--- config.mk ---
export PLATFORM = sky130hd
export DESIGN_NAME = opcode_length_packet_framer_top_flat
export DESIGN_NICKNAME = d
export VERILOG_FILES = /design/src/hw/rtl/olpf_pkg.sv /design/src/hw/rtl/olpf_if.sv /design/src/hw/rtl/olpf_cfg.sv /design/src/hw/rtl/olpf_table.sv /design/src/hw/rtl/olpf_core.sv /design/src/hw/rtl/opcode_length_packet_framer_top.sv /design/src/flat_wrapper.sv
export SDC_FILE = /design/constraint.sdc
export NUM_CORES = 1
export LEC_CHECK = 0
export ABC_AREA = 0
export BUFFER_PORTS_ARGS = -buffer_cell sky130_fd_sc_hd__buf_2
export CAP_MARGIN = 40
export CORE_UTILIZATION = 43
export CTS_CLUSTER_SIZE = 30
export DETAILED_ROUTE_END_ITERATION = 16
export PLACE_DENSITY = 0.65
export SLEW_MARGIN = 10
export SYNTH_ARGS = -nofsm -noshare
export SYNTH_HDL_FRONTEND = slang
export SYNTH_HIERARCHICAL = 1
export SYNTH_SLANG_ARGS = --single-unit
--- constraint.sdc ---
create_clock -name clk -period 5.7 [get_ports clk]
set_input_delay 0 -clock clk [delete_from_list [all_inputs] [get_ports clk]]
set_output_delay 0 -clock clk [all_outputs]
set_load 0.05 [all_outputs]
--- src/hw/rtl/olpf_pkg.sv ---
package olpf_pkg;

	localparam int OPCODE_SLOTS = 64;
	localparam int SLOT_W = (OPCODE_SLOTS > 1) ? $clog2(OPCODE_SLOTS) : 1;

	localparam int BYTE_W = 8;
	localparam int LEN_W = 11;
	localparam int CMD_W = 2;
	localparam int STAT_W = 2;
	localparam int IDXC_W = BYTE_W + 1;

	localparam int PADDR_W = 3;
	localparam int PDATA_W = 32;
	localparam int REG_IDX_W = PADDR_W - 2;

	localparam logic [CMD_W-1:0] CMD_DATA = 2'd0;
	localparam logic [CMD_W-1:0] CMD_TABLE = 2'd1;
	localparam logic [CMD_W-1:0] CMD_RESTART = 2'd2;

	localparam logic [STAT_W-1:0] ST_DATA = 2'd0;
	localparam logic [STAT_W-1:0] ST_SKIP = 2'd1;
	localparam logic [STAT_W-1:0] ST_UNKNOWN = 2'd2;
	localparam logic [STAT_W-1:0] ST_BADPKT = 2'd3;

	localparam logic [REG_IDX_W-1:0] REG_QUIRK_EN = 1'd0;
	localparam logic [REG_IDX_W-1:0] REG_QUIRK_OP = 1'd1;

	localparam logic [BYTE_W-1:0] STRAY_LO = 8'h00;
	localparam logic [BYTE_W-1:0] STRAY_HI = 8'hFF;

	typedef struct packed {
		logic              wr_en;
		logic [BYTE_W-1:0] wr_idx;
		logic [LEN_W-1:0]  wr_len;
		logic              wr_hand;
		logic              rd_en;
		logic [BYTE_W-1:0] rd_idx;
	} tbl_req_t;

	typedef struct packed {
		logic [LEN_W-1:0] len;
		logic             hand;
	} tbl_rsp_t;

	typedef struct packed {
		logic              fix_en;
		logic [BYTE_W-1:0] opcode;
	} quirk_cfg_t;

	typedef struct packed {
		logic [BYTE_W-1:0] out_byte;
		logic [BYTE_W-1:0] packet_opcode;
		logic [LEN_W-1:0]  byte_offset;
		logic              first_of_packet;
		logic              last_of_packet;
		logic [STAT_W-1:0] status;
	} result_t;

	function automatic logic slot_ok(input logic [BYTE_W-1:0] idx);
		return {1'b0, idx} < IDXC_W'(OPCODE_SLOTS);
	endfunction

endpackage

--- src/hw/rtl/olpf_if.sv ---
interface olpf_in_if;
	import olpf_pkg::*;

	logic              valid;
	logic              ready;
	logic [CMD_W-1:0]  command;
	logic [BYTE_W-1:0] byte_value;
	logic [BYTE_W-1:0] table_index;
	logic [LEN_W-1:0]  table_length;
	logic              table_handled;

	modport source(output valid, command, byte_value, table_index, table_length,
		table_handled, input ready);
	modport sink(input valid, command, byte_value, table_index, table_length,
		table_handled, output ready);
endinterface

interface olpf_out_if;
	import olpf_pkg::*;

	logic              valid;
	logic              ready;
	logic [BYTE_W-1:0] out_byte;
	logic [BYTE_W-1:0] packet_opcode;
	logic [LEN_W-1:0]  byte_offset;
	logic              first_of_packet;
	logic              last_of_packet;
	logic [STAT_W-1:0] status;

	modport source(output valid, out_byte, packet_opcode, byte_offset, first_of_packet,
		last_of_packet, status, input ready);
	modport sink(input valid, out_byte, packet_opcode, byte_offset, first_of_packet,
		last_of_packet, status, output ready);
endinterface

--- src/hw/rtl/olpf_cfg.sv ---
module olpf_cfg (
	input  logic                          clk,
	input  logic                          arst_n,
	input  logic                          psel,
	input  logic                          penable,
	input  logic                          pwrite,
	input  logic [olpf_pkg::PADDR_W-1:0]  paddr,
	input  logic [olpf_pkg::PDATA_W-1:0]  pwdata,
	output logic [olpf_pkg::PDATA_W-1:0]  prdata,
	output logic                          pready,
	output olpf_pkg::quirk_cfg_t          quirk
);
	import olpf_pkg::*;

	quirk_cfg_t            quirk_q;
	logic [REG_IDX_W-1:0]  reg_idx;
	logic                  wr_en;

	assign reg_idx = paddr[PADDR_W-1:2];
	assign wr_en = psel & penable & pwrite;
	assign pready = 1'b1;
	assign quirk = quirk_q;

	always_ff @(posedge clk or negedge arst_n) begin
		if (!arst_n) begin
			quirk_q <= '0;
		end else if (wr_en) begin
			case (reg_idx)
				REG_QUIRK_EN: begin
					quirk_q.fix_en <= pwdata[0];
				end
				REG_QUIRK_OP: begin
					quirk_q.opcode <= pwdata[BYTE_W-1:0];
				end
				default: begin
				end
			endcase
		end
	end

	always_comb begin
		case (reg_idx)
			REG_QUIRK_EN: prdata = PDATA_W'(quirk_q.fix_en);
			REG_QUIRK_OP: prdata = PDATA_W'(quirk_q.opcode);
			default:      prdata = '0;
		endcase
	end

endmodule

--- src/hw/rtl/olpf_table.sv ---
module olpf_table (
	input  logic               clk,
	input  logic               arst_n,
	input  olpf_pkg::tbl_req_t req,
	output olpf_pkg::tbl_rsp_t rsp
);
	import olpf_pkg::*;

	tbl_rsp_t                mem [OPCODE_SLOTS];
	logic [OPCODE_SLOTS-1:0] vld_q;
	tbl_rsp_t                rd_data_s1;
	logic                    rd_vld_s1;
	logic [SLOT_W-1:0]       wr_slot;
	logic [SLOT_W-1:0]       rd_slot;
	logic                    wr_ok;

	assign wr_slot = req.wr_idx[SLOT_W-1:0];
	assign rd_slot = req.rd_idx[SLOT_W-1:0];
	assign wr_ok = req.wr_en & slot_ok(req.wr_idx);

	// Entries never written read as zero through their valid bit.
	always_ff @(posedge clk or negedge arst_n) begin
		if (!arst_n) begin
			vld_q <= '0;
			rd_vld_s1 <= 1'b0;
		end else begin
			if (wr_ok) begin
				vld_q[wr_slot] <= 1'b1;
			end
			if (req.rd_en) begin
				rd_vld_s1 <= vld_q[rd_slot];
			end
		end
	end

	always_ff @(posedge clk) begin
		if (wr_ok) begin
			mem[wr_slot] <= '{len: req.wr_len, hand: req.wr_hand};
		end
		if (req.rd_en) begin
			rd_data_s1 <= mem[rd_slot];
		end
	end

	assign rsp = rd_vld_s1 ? rd_data_s1 : '0;

endmodule

--- src/hw/rtl/olpf_core.sv ---
module olpf_core (
	input  logic                   clk,
	input  logic                   arst_n,
	olpf_in_if.sink                in_ch,
	olpf_out_if.source             out_ch,
	input  olpf_pkg::quirk_cfg_t   quirk,
	output olpf_pkg::tbl_req_t     tbl_req,
	input  olpf_pkg::tbl_rsp_t     tbl_rsp
);
	import olpf_pkg::*;

	logic              v_s1;
	logic [CMD_W-1:0]  cmd_s1;
	logic [BYTE_W-1:0] byte_s1;

	logic [LEN_W-1:0]  left_q, left_n;
	logic [BYTE_W-1:0] cur_q, cur_n;
	logic [BYTE_W-1:0] prev_q, prev_n;
	logic [LEN_W-1:0]  off_q, off_n;
	logic              err_q, err_n;

	logic              out_v_q;
	result_t           out_res_q;
	result_t           res;
	logic              res_v;

	logic              adv;
	logic              accept;
	logic              fire;

	assign adv = !out_v_q || out_ch.ready;
	assign in_ch.ready = !v_s1 || adv;
	assign accept = in_ch.valid & in_ch.ready;
	assign fire = v_s1 & adv;

	// Table writes land at acceptance so a following byte already sees them.
	always_comb begin
		tbl_req.wr_en = accept && (in_ch.command == CMD_TABLE);
		tbl_req.wr_idx = in_ch.table_index;
		tbl_req.wr_len = in_ch.table_length;
		tbl_req.wr_hand = in_ch.table_handled;
		tbl_req.rd_en = accept;
		tbl_req.rd_idx = in_ch.byte_value;
	end

	always_ff @(posedge clk or negedge arst_n) begin
		if (!arst_n) begin
			v_s1 <= 1'b0;
		end else if (in_ch.ready) begin
			v_s1 <= in_ch.valid;
		end
	end

	always_ff @(posedge clk) begin
		if (accept) begin
			cmd_s1 <= in_ch.command;
			byte_s1 <= in_ch.byte_value;
		end
	end

	always_comb begin
		left_n = left_q;
		cur_n = cur_q;
		prev_n = prev_q;
		off_n = off_q;
		err_n = err_q;
		res_v = 1'b0;
		res = '{out_byte: byte_s1, packet_opcode: byte_s1, byte_offset: '0,
			first_of_packet: 1'b1, last_of_packet: 1'b0, status: ST_DATA};
		case (cmd_s1)
			CMD_RESTART: begin
				err_n = 1'b0;
				left_n = '0;
				off_n = '0;
				cur_n = '0;
			end
			CMD_DATA: begin
				if (!err_q) begin
					res_v = 1'b1;
					if (left_q != '0) begin
						res.packet_opcode = cur_q;
						res.byte_offset = off_q;
						res.first_of_packet = 1'b0;
						res.last_of_packet = (left_q == LEN_W'(1));
						left_n = left_q - LEN_W'(1);
						off_n = off_q + LEN_W'(1);
					end else if (quirk.fix_en && (prev_q == quirk.opcode) &&
						((byte_s1 == STRAY_LO) || (byte_s1 == STRAY_HI))) begin
						res.packet_opcode = prev_q;
						res.first_of_packet = 1'b0;
						res.status = ST_SKIP;
					end else if (!slot_ok(byte_s1)) begin
						err_n = 1'b1;
						off_n = '0;
						res.status = ST_UNKNOWN;
					end else begin
						prev_n = byte_s1;
						if (!tbl_rsp.hand || (tbl_rsp.len == '0)) begin
							err_n = 1'b1;
							off_n = '0;
							res.status = ST_BADPKT;
						end else begin
							cur_n = byte_s1;
							left_n = tbl_rsp.len - LEN_W'(1);
							off_n = LEN_W'(1);
							res.last_of_packet = (tbl_rsp.len == LEN_W'(1));
						end
					end
				end
			end
			default: begin
			end
		endcase
	end

	always_ff @(posedge clk or negedge arst_n) begin
		if (!arst_n) begin
			left_q <= '0;
			cur_q <= '0;
			prev_q <= '0;
			off_q <= '0;
			err_q <= 1'b0;
			out_v_q <= 1'b0;
		end else begin
			if (fire) begin
				left_q <= left_n;
				cur_q <= cur_n;
				prev_q <= prev_n;
				off_q <= off_n;
				err_q <= err_n;
			end
			if (adv) begin
				out_v_q <= fire & res_v;
			end
		end
	end

	always_ff @(posedge clk) begin
		if (adv && fire && res_v) begin
			out_res_q <= res;
		end
	end

	assign out_ch.valid = out_v_q;
	assign out_ch.out_byte = out_res_q.out_byte;
	assign out_ch.packet_opcode = out_res_q.packet_opcode;
	assign out_ch.byte_offset = out_res_q.byte_offset;
	assign out_ch.first_of_packet = out_res_q.first_of_packet;
	assign out_ch.last_of_packet = out_res_q.last_of_packet;
	assign out_ch.status = out_res_q.status;

	a_err_idle: assert property (@(posedge clk) disable iff (!arst_n)
		err_q |-> (left_q == '0))
		else $error("Error latched with a packet still in progress.");

	a_len_bound: assert property (@(posedge clk) disable iff (!arst_n)
		(({1'b0, off_q} + {1'b0, left_q}) <= (LEN_W + 1)'(2047)))
		else $error("Offset and remaining count exceed the packet length range.");

	a_cur_slot: assert property (@(posedge clk) disable iff (!arst_n)
		(left_q != '0) |-> slot_ok(cur_q))
		else $error("Packet in progress with an opcode beyond the table.");

	a_skip_marks: assert property (@(posedge clk) disable iff (!arst_n)
		(out_v_q && (out_res_q.status == ST_SKIP)) |->
		(!out_res_q.first_of_packet && !out_res_q.last_of_packet &&
		(out_res_q.byte_offset == '0)))
		else $error("Skipped byte carries packet marks.");

	a_no_stall_loss: assert property (@(posedge clk) disable iff (!arst_n)
		(out_v_q && !out_ch.ready) |-> !fire ##1 (out_v_q && $stable(out_res_q)))
		else $error("Stalled result changed or stage one advanced.");

endmodule

--- src/hw/rtl/opcode_length_packet_framer_top.sv ---
// Opcode/length packet framer.
// The input channel carries one command per transfer: a stream byte, a write of
// one opcode table entry, or a restart. The output channel carries one tagged
// byte per transfer for each stream byte that is not dropped; table writes and
// restarts give no output. Each opcode table entry holds a packet length and a
// handled flag; the first byte of a bad packet latches an error and is passed
// on with an error status, and later bytes are dropped until a restart.
// The block takes one transfer per cycle while the receiver does not stall.
// An accepted byte is registered with its table read in the input stage, and
// its result is loaded into the output register once that register is free.
// The table has one write and one registered read port, both used at
// acceptance.
// When the receiver stalls, the output register holds its result and one more
// item waits in the input stage; after that the input channel is not ready.
// Reset clears the framing state and the quirk registers, and every table entry
// reads as zero length and unhandled until written; no clearing pass is needed.
// The two quirk registers sit at byte addresses 0 and 4 of the APB port.
module opcode_length_packet_framer_top (
	input  logic                          clk,
	input  logic                          arst_n,
	olpf_in_if.sink                       in_ch,
	olpf_out_if.source                    out_ch,
	input  logic                          psel,
	input  logic                          penable,
	input  logic                          pwrite,
	input  logic [olpf_pkg::PADDR_W-1:0]  paddr,
	input  logic [olpf_pkg::PDATA_W-1:0]  pwdata,
	output logic [olpf_pkg::PDATA_W-1:0]  prdata,
	output logic                          pready
);
	import olpf_pkg::*;

	quirk_cfg_t quirk;
	tbl_req_t   tbl_req;
	tbl_rsp_t   tbl_rsp;

	olpf_cfg u_cfg (
		.clk     (clk),
		.arst_n  (arst_n),
		.psel    (psel),
		.penable (penable),
		.pwrite  (pwrite),
		.paddr   (paddr),
		.pwdata  (pwdata),
		.prdata  (prdata),
		.pready  (pready),
		.quirk   (quirk)
	);

	olpf_table u_table (
		.clk    (clk),
		.arst_n (arst_n),
		.req    (tbl_req),
		.rsp    (tbl_rsp)
	);

	olpf_core u_core (
		.clk     (clk),
		.arst_n  (arst_n),
		.in_ch   (in_ch),
		.out_ch  (out_ch),
		.quirk   (quirk),
		.tbl_req (tbl_req),
		.tbl_rsp (tbl_rsp)
	);

endmodule
--- src/flat_wrapper.sv ---
// flat-port wrapper written by rule: the top's interface ports become plain ports
module opcode_length_packet_framer_top_flat import olpf_pkg::*;
  (clk, arst_n, psel, penable, pwrite, paddr, pwdata, prdata, pready, in_ch_valid, in_ch_command, in_ch_byte_value, in_ch_table_index, in_ch_table_length, in_ch_table_handled, in_ch_ready, out_ch_valid, out_ch_out_byte, out_ch_packet_opcode, out_ch_byte_offset, out_ch_first_of_packet, out_ch_last_of_packet, out_ch_status, out_ch_ready);
  olpf_in_if in_ch_i ();
  olpf_out_if out_ch_i ();
  input  logic clk;
  input  logic arst_n;
  input  logic psel;
  input  logic penable;
  input  logic pwrite;
  input  logic [olpf_pkg::PADDR_W-1:0] paddr;
  input  logic [olpf_pkg::PDATA_W-1:0] pwdata;
  output logic [olpf_pkg::PDATA_W-1:0] prdata;
  output logic pready;
  input wire logic [$bits(in_ch_i.valid)-1:0] in_ch_valid;
  input wire logic [$bits(in_ch_i.command)-1:0] in_ch_command;
  input wire logic [$bits(in_ch_i.byte_value)-1:0] in_ch_byte_value;
  input wire logic [$bits(in_ch_i.table_index)-1:0] in_ch_table_index;
  input wire logic [$bits(in_ch_i.table_length)-1:0] in_ch_table_length;
  input wire logic [$bits(in_ch_i.table_handled)-1:0] in_ch_table_handled;
  output wire logic [$bits(in_ch_i.ready)-1:0] in_ch_ready;
  output wire logic [$bits(out_ch_i.valid)-1:0] out_ch_valid;
  output wire logic [$bits(out_ch_i.out_byte)-1:0] out_ch_out_byte;
  output wire logic [$bits(out_ch_i.packet_opcode)-1:0] out_ch_packet_opcode;
  output wire logic [$bits(out_ch_i.byte_offset)-1:0] out_ch_byte_offset;
  output wire logic [$bits(out_ch_i.first_of_packet)-1:0] out_ch_first_of_packet;
  output wire logic [$bits(out_ch_i.last_of_packet)-1:0] out_ch_last_of_packet;
  output wire logic [$bits(out_ch_i.status)-1:0] out_ch_status;
  input wire logic [$bits(out_ch_i.ready)-1:0] out_ch_ready;
  assign in_ch_i.valid = in_ch_valid;
  assign in_ch_i.command = in_ch_command;
  assign in_ch_i.byte_value = in_ch_byte_value;
  assign in_ch_i.table_index = in_ch_table_index;
  assign in_ch_i.table_length = in_ch_table_length;
  assign in_ch_i.table_handled = in_ch_table_handled;
  assign in_ch_ready = in_ch_i.ready;
  assign out_ch_valid = out_ch_i.valid;
  assign out_ch_out_byte = out_ch_i.out_byte;
  assign out_ch_packet_opcode = out_ch_i.packet_opcode;
  assign out_ch_byte_offset = out_ch_i.byte_offset;
  assign out_ch_first_of_packet = out_ch_i.first_of_packet;
  assign out_ch_last_of_packet = out_ch_i.last_of_packet;
  assign out_ch_status = out_ch_i.status;
  assign out_ch_i.ready = out_ch_ready;
  opcode_length_packet_framer_top u_core (.clk(clk), .arst_n(arst_n), .in_ch(in_ch_i), .out_ch(out_ch_i), .psel(psel), .penable(penable), .pwrite(pwrite), .paddr(paddr), .pwdata(pwdata), .prdata(prdata), .pready(pready));
endmodule
==> run summary, run 1 <==
The run finished with clean final reports. The total routed wirelength was 83000 um; the signed area change from the synthesized netlist to the final layout was 14.7%. Counting cells, the worst reg-to-reg path comes to 8.

The logs give 41 for the hold buffer count at cts and 19200 for the routed via count. In the layout the commonest cells are edfxtp_1 (821), mux4_2 (200), dfrtp_1 (115). For this run, the top clock speed supported by timing is 266 MHz. TritonCTS built the clock tree. The total overflow left after global routing is 0. The highest layer touched by signal routing is met5. The longest clock path from root to sink contains 3 buffers. Before antenna repair, the detailed router went through 5 iterations.

Clock-pin slew was measured on the worst setup and hold paths at 0.06 ns. In the detailed route, the total length drawn on met3 is 5670 um. The maximum fanout along the worst path is 27, and the headroom to the max-slew limit is 40.1%. The clock network accounts for 38.7% of the total power. Port buffering added 86 buffers. Detailed placement ended at an HPWL of 53700 um. CTS placed an instance of clkbuf_16 at the clock tree root. The worst register-to-register path ends at u_core/u_table/mem[49][10]. Floorplan die area: 87500 um2. The synthesized area per cell was 18.9 um2; the core footprint was 85400 um2. The number of failing setup endpoints in the final timing report was 0.

The internal power of the cells totals 0.0115 W. Once detail routing completed, the nets flagged for antenna violations numbered 0. The number of rows in the core area was 107; the total negative setup slack was 0 ns. The leakage power of the design is 14.5 nW. The startpoint identified for the worst register-to-register timing path is u_core/u_core/v_s1. The initial antenna violation count is 4.

The number of global-route vias before repair is 19400. The analysis attributes to net switching a power of 0.00355 W. The switching part of the total is 23.6%, and the post-route clock period utilization is 65.8%.

After clock tree synthesis, the setup repair step added 0 buffers. The tightest hold path in the finished design has a slack of 0.0483 ns. The later pin in the worst-skew pair is clocked with a latency of 0.64 ns.

The setup check on the worst reg-to-reg path leaves a slack of 1.95 ns. The number of max-slew violations in the final report was 0. The startpoint identified for the worst hold timing path is in_ch_table_length[4].

The total of warnings raised by yosys is 6. The element type at the critical path start is a register. The number of top-level design ports was 138. Per report_power, the sequential group accounts for 51.3% of the total. The clock period minus worst slack is 3.75 ns. At the worst endpoint, the arrival time is 4.10 ns.

The number of vias per cell was 5.70; the highest ir drop seen on vdd was 0.260 mV. Along the worst hold path, the cell count comes to 2. Measured on the finished design, the core utilization comes to 49.8%. The post-route netlist has 27.8% of its cells at a drive strength greater than 1. The netlist area before placement was 37100 um2. The path with the worst hold slack has its endpoint at u_core/u_table/mem[3][5].

Across the routed clock network, the largest skew measured is 0.0162 ns. The clock tree synthesis step divided the H-tree into 3 levels. Setup repair after global routing left no endpoint under its margin. Fill cells in the final layout number 6873. Entering global routing, the biggest net connects 84 pins.

The number of clock buffers added by TritonCTS is 90. At the end of the flow, the number of nets in the layout was 2233. The worst-margin pin slew was 0.898 ns; the post-cts resize count was 0. The congestion estimate from routability-driven global placement came to 0.893. Overall power consumption after layout is estimated at 0.0150 W.

Initial DRC count: 1966. The die height is 296 um, and the hold violation total from the final report is 0. The total of max-cap violations was 0. The library cell used most frequently in the layout, excluding fill and tap cells, is edfxtp_1. Across every metal layer, demand over resource in global routing totals 19.3%. Dividing total power by cell area gives a power density of 352 nW/um2. For this design, the sink count on the clock tree is 936. The nature of the critical path endpoint is a register. The first global-routing pass estimated 125000 um of wire. The initial core utilization was 43.5%; the number of remaining DRC errors was 0. Combinational cells account for 10.0% of the total power. The class of the tightest hold or removal check was in2reg.

After detailed routing, the average wire length per cell comes to 24.6 um. The run gives 6.05 ns as the required time of the critical path. After detailed routing, the wire length on met1 is 35500 um. By startpoint and endpoint, the worst setup path is classified as reg2reg.

Die width: 296 um. The routed design uses 39900 um of met2 wire. After technology mapping, the gate count stands at 1961.
-- metrics by stage --
step | area (um2) | cells | setup WS (ns)
after floorplan | 37200 | 1984 | 2.24
after global routing | 42600 | 3376 | 1.76
after CTS | 42500 | 3375 | 1.98
after global placement | 38700 | 3122 | 1.90
final | 42600 | 3377 | 1.95
after detailed placement | 39300 | 3166 | 1.98
-- worst max-delay path by stage --
stage | startpoint | endpoint | slack [ns] | depth (start not counted)
6_report | u_core/u_core/v_s1 | u_core/u_table/mem[49][10] | 1.95 | 8
5_1_grt | u_core/u_core/v_s1 | u_core/u_table/mem[51][10] | 1.76 | 8
4_1_cts | u_core/u_core/v_s1 | u_core/u_table/mem[49][10] | 1.98 | 8
3_5_place_dp | u_core/u_core/v_s1 | u_core/u_table/mem[51][10] | 1.98 | 8
3_3_place_gp | u_core/u_core/v_s1 | u_core/u_table/mem[31][0] | 1.90 | 7
2_1_floorplan | u_core/u_core/out_ch.valid | u_core/u_table/mem[31][0] | 2.24 | 6
-- sequential cells by signal (all words and copies together) (netlist names), 9 cells and up --
name                              count
u_core/u_table/mem                  768
u_core/u_table/vld_q                 64
u_core/u_table/rd_data_s1            12
u_core/u_core/left_q                 11
u_core/u_core/off_q                  11
u_core/u_core/out_ch.byte_offset     11
u_core/u_cfg/quirk                    9
-- power by group through the flow --
stage	logic [W]	registers [W]	clock network, W
finish	0.00150	0.00769	0.00581
global route	0.00163	0.00771	0.00616
CTS	0.00149	0.00769	0.00590
detailed placement	0.00145	0.00784	0
global placement	0.00138	0.00783	0
floorplan	0.00104	0.00785	0
-- routing by layer --
| metal | track usage, % | vias up |
|---|---|---|
| met1 | 27.4 | 10100 |
| met2 | 30.8 | 794 |
| li1 | - | 8264 |
| met5 | 0 | - |
| met4 | 5.46 | 4 |
| met3 | 3.13 | 127 |
-- critical path, stage by stage (launching register included) --
cell	delay, ns
dfrtp_1	0.41
nand3b_1	0.14
and2_1	0.14
buf_4	0.36
and3b_1	0.30
nor4bb_1	0.56
nand2_1	0.48
nor2_1	0.76
buf_4	0.28
-- area by class of cell --
cell class | instances | area [um2] | share of cell area, %
Sequential cell | 936 | 27500 | 64.7
Multi-Input combinational cell | 892 | 8800 | 20.7
Clock buffer | 117 | 2500 | 5.87
Timing Repair Buffer | 228 | 1910 | 4.49
Tap cell | 1144 | 1430 | 3.36
Clock inverter | 51 | 370 | 0.870
Inverter | 8 | 30.0 | 0.0705
Antenna cell | 1 | 2.50 | 0.00588
No activity file was read; power rests on OpenSTA's default activity.
==> run 2: changes to the inputs <==
--- a/config.mk
+++ b/config.mk
@@ -5,7 +5,7 @@
 export SDC_FILE = /design/constraint.sdc
 export NUM_CORES = 1
 export LEC_CHECK = 0
-export ABC_AREA = 0
+export ABC_AREA = 1
 export BUFFER_PORTS_ARGS = -buffer_cell sky130_fd_sc_hd__buf_2
 export CAP_MARGIN = 40
 export CORE_UTILIZATION = 43
==> constraint.sdc (replaced) <==
create_clock -name clk -period 3.64 [get_ports clk]
set_input_delay 0 -clock clk [delete_from_list [all_inputs] [get_ports clk]]
set_output_delay 0 -clock clk [all_outputs]
set_load 0.05 [all_outputs]
==> run 2 against run 1 <==
- routed wire length grew 20%
- critical endpoint is now u_core/u_table/mem[51][5]
- total power increased by 63%
- flip-flop and latch count unchanged
- maximum frequency rose by 25%
- sequential share of layout area shrank 2.7 points
- worst hold slack gained 0.0055 ns
- combinational power grew 89%
- setup slack got worse by 1.3 ns
- critical path depth up 4
- critical path type unchanged
==> run summary, run 2 <==
The number of max-slew violations in the final report was 0. First-pass iteration count of the detailed router: 5. For the CTS H-tree depth, the log shows 3. The die height was 304 um.

The largest registers in the layout are u_core/u_table/mem: 768 flops, u_core/u_table/vld_q: 64 flops, u_core/u_table/rd_data_s1: 12 flops. The nature of the critical path endpoint is a register. Relative to the synthesized area, the layout overhead comes to 13.3%. The register with the highest flop count is u_core/u_table/mem. Summing all placed instances gives a cell area of 40900 um2. For the floorplan die area, the log shows 92500 um2. The run finished with clean final reports. At the later pin of the worst-skew pair, clock insertion delay measures 0.66 ns. The cell chosen for the clock root is clkbuf_16.

The global route total overflow was 0. Entering global routing, the biggest net connects 116 pins. The logs give 24900 for the number of global-route vias before repair and 0.628 ns for the final worst slack. The synthesized netlist occupies a cell area of 39300 um2. Yosys printed 6 warnings. The critical path buffer and inverter count is 3. The global-route wire length before repair was 150000 um; the worst path arrival time was 3.34 ns.

After detailed routing, the total wire length is 99300 um. The half-perimeter wire length of the detailed placement result is 56800 um, and the synthesized area per cell is 11.4 um2. Setup repair after global routing left no endpoint under its margin. Hold timing on the final database bottoms out at a slack of 0.0539 ns. In the layout the commonest cells are edfxtp_1 (821), nand2_1 (651), nor2_1 (446).

The net count of the finished layout is 3648. The floorplan step defined a core boundary enclosing 90100 um2. For the total negative setup slack, the log shows 0 ns. The number of remaining DRC errors is 0, and the post-layout instance area is 44500 um2. The logs give 0 for the number of failing setup endpoints in the final timing report and 26200 for the routed via count. The kind of cell adding the most delay to the critical path is simple AND/OR/NAND/NOR gates. The critical path goes through inv_1, nor2_1, nand2_1, nand2_1, inv_1, nand2_1, nor2_1, nand2_1, nor2_1, nand3_1, nor2_1, buf_4. The share of final-layout standard cells stronger than drive strength 1 was 12.6%; the required time of the critical path was 3.97 ns. The longest clock path from root to sink contains 3 buffers. The element type at the critical path start is a register. The tools report the maximum frequency from static timing analysis as 332 MHz. The maximum fanout along the worst path is 13. Startpoint-to-endpoint class of the critical path: reg2reg. The logs give 0.0245 W for the post-route total power and 7837 for the count of filler cells inserted in the layout. The run gives 0.710 ns as the worst slack at placement. At the end of routability-driven placement, the weighted congestion stood at 0.847. Dividing the detail-routed via count by the number of cells gives 5.43.

TritonCTS built the clock tree. Across the routed clock network, the largest skew measured is 0.0305 ns. The tools report the leakage power of the design as 16.5 nW. The library cell used most frequently in the layout, excluding fill and tap cells, is edfxtp_1. In this run the tool buffered the top-level ports with 86 buffer cells. The class of the tightest hold or removal check was in2reg. The highest ir drop seen on vdd is 0.428 mV. CTS saw 936 sinks.

The number of rows in the core area is 110, and the clock period minus worst slack is 3.01 ns. Dividing the detail-routed wire length by the instance count gives 20.6 um. The hold violation total from the final report is 0, and the clock transition at the registers of the reported paths is 0.06 ns. The initial utilization of the core area, before any placement, comes to 43.5%. The number of setup buffers added after CTS is 0. Worst-margin pin slew: 0.864 ns. The slowest stage of the critical path belongs to the cell nand3_1.

The count of nets left with antenna violations once routing finished came out at 0. Synthesis handed over a netlist of 3449 instances. The post-cts resize count is 0.

For the initial DRC count, the log shows 2603. In this run the count of I/O pins placed on the die edge is 138. The power density normalized to cell area was 550 nW/um2; the area used by sequential logic in the layout was 27500 um2. The global routing usage summed across all routing layers came out at 21.2%. The run gives 9910 um2 as the area occupied by multi-input gates. The worst path uses 82.7% of the clock period. Peak per-stage delay on the critical path: 0.68 ns. The floorplan step set the die width to 304 um. The number of clock buffers added by TritonCTS is 95. The initial antenna violation count was 5; the flip-flop count of the largest register, all copies and words added was 768. The tool flagged a number of max-cap violations equal to 0. For the headroom to the max-slew limit, the log shows 42.2%.
-- run 2: what timing repair did --
| action | CTS | global route |
|---|---|---|
| hold endpoints to repair | 420 | 0 |
| hold buffers | 51 | 0 |
| setup endpoints to repair | 0 | 0 |
-- run 2: layer usage --
layer	track usage [%]	up-vias	share of wire [%]	wire length, um
met5	0	-	0.080	79
met2	33.5	1007	46	45900
met1	29.9	12800	43	43000
met3	3.89	151	7.8	7770
li1	-	12300	-	-
met4	6.34	10	2.5	2520
-- run 2: metrics by stage --
| stage | instances | util (%) |
|---|---|---|
| 6_report | 4830 | 49.3 |
| 5_1_grt | 4829 | 49.3 |
| 4_1_cts | 4829 | 49.3 |
| 3_5_place_dp | 4599 | 45.3 |
| 3_3_place_gp | 4598 | 45.3 |
| 2_1_floorplan | 3472 | - |
-- run 2: final cells by class --
class	count	share of cell area, %
Tap cell	1176	3.31
Sequential cell	936	61.9
Clock buffer	139	5.95
Inverter	146	1.26
Antenna cell	1	0.00563
Multi-Input combinational cell	2146	22.3
Clock inverter	40	0.917
Timing Repair Buffer	246	4.35
-- run 2: path summary, 6_finish.rpt --
path                                       startpoint                        end  slack, ns  depth (start not counted)
min in group asynchronous                      arst_n   u_core/u_core/left_q[10]       0.49                          4
min reg2reg                  u_core/u_table/vld_q[32]   u_core/u_table/vld_q[32]       0.46                          1
max reg2reg                u_core/u_core/out_ch.valid  u_core/u_table/mem[51][5]       0.63                         12
max in group asynchronous                      arst_n   u_core/u_table/vld_q[32]       2.82                          4
max                        u_core/u_core/out_ch.valid  u_core/u_table/mem[51][5]       0.63                         12
min                             in_ch_table_length[1]  u_core/u_table/mem[11][2]       0.05                          2
-- run 2: power breakdown --
group | internal (W) | switching, W | leakage, nW
clock | 0.00549 | 0.00406 | 1.47
sequential | 0.0119 | 0.000188 | 8.97
combinational | 0.000794 | 0.00204 | 6.09
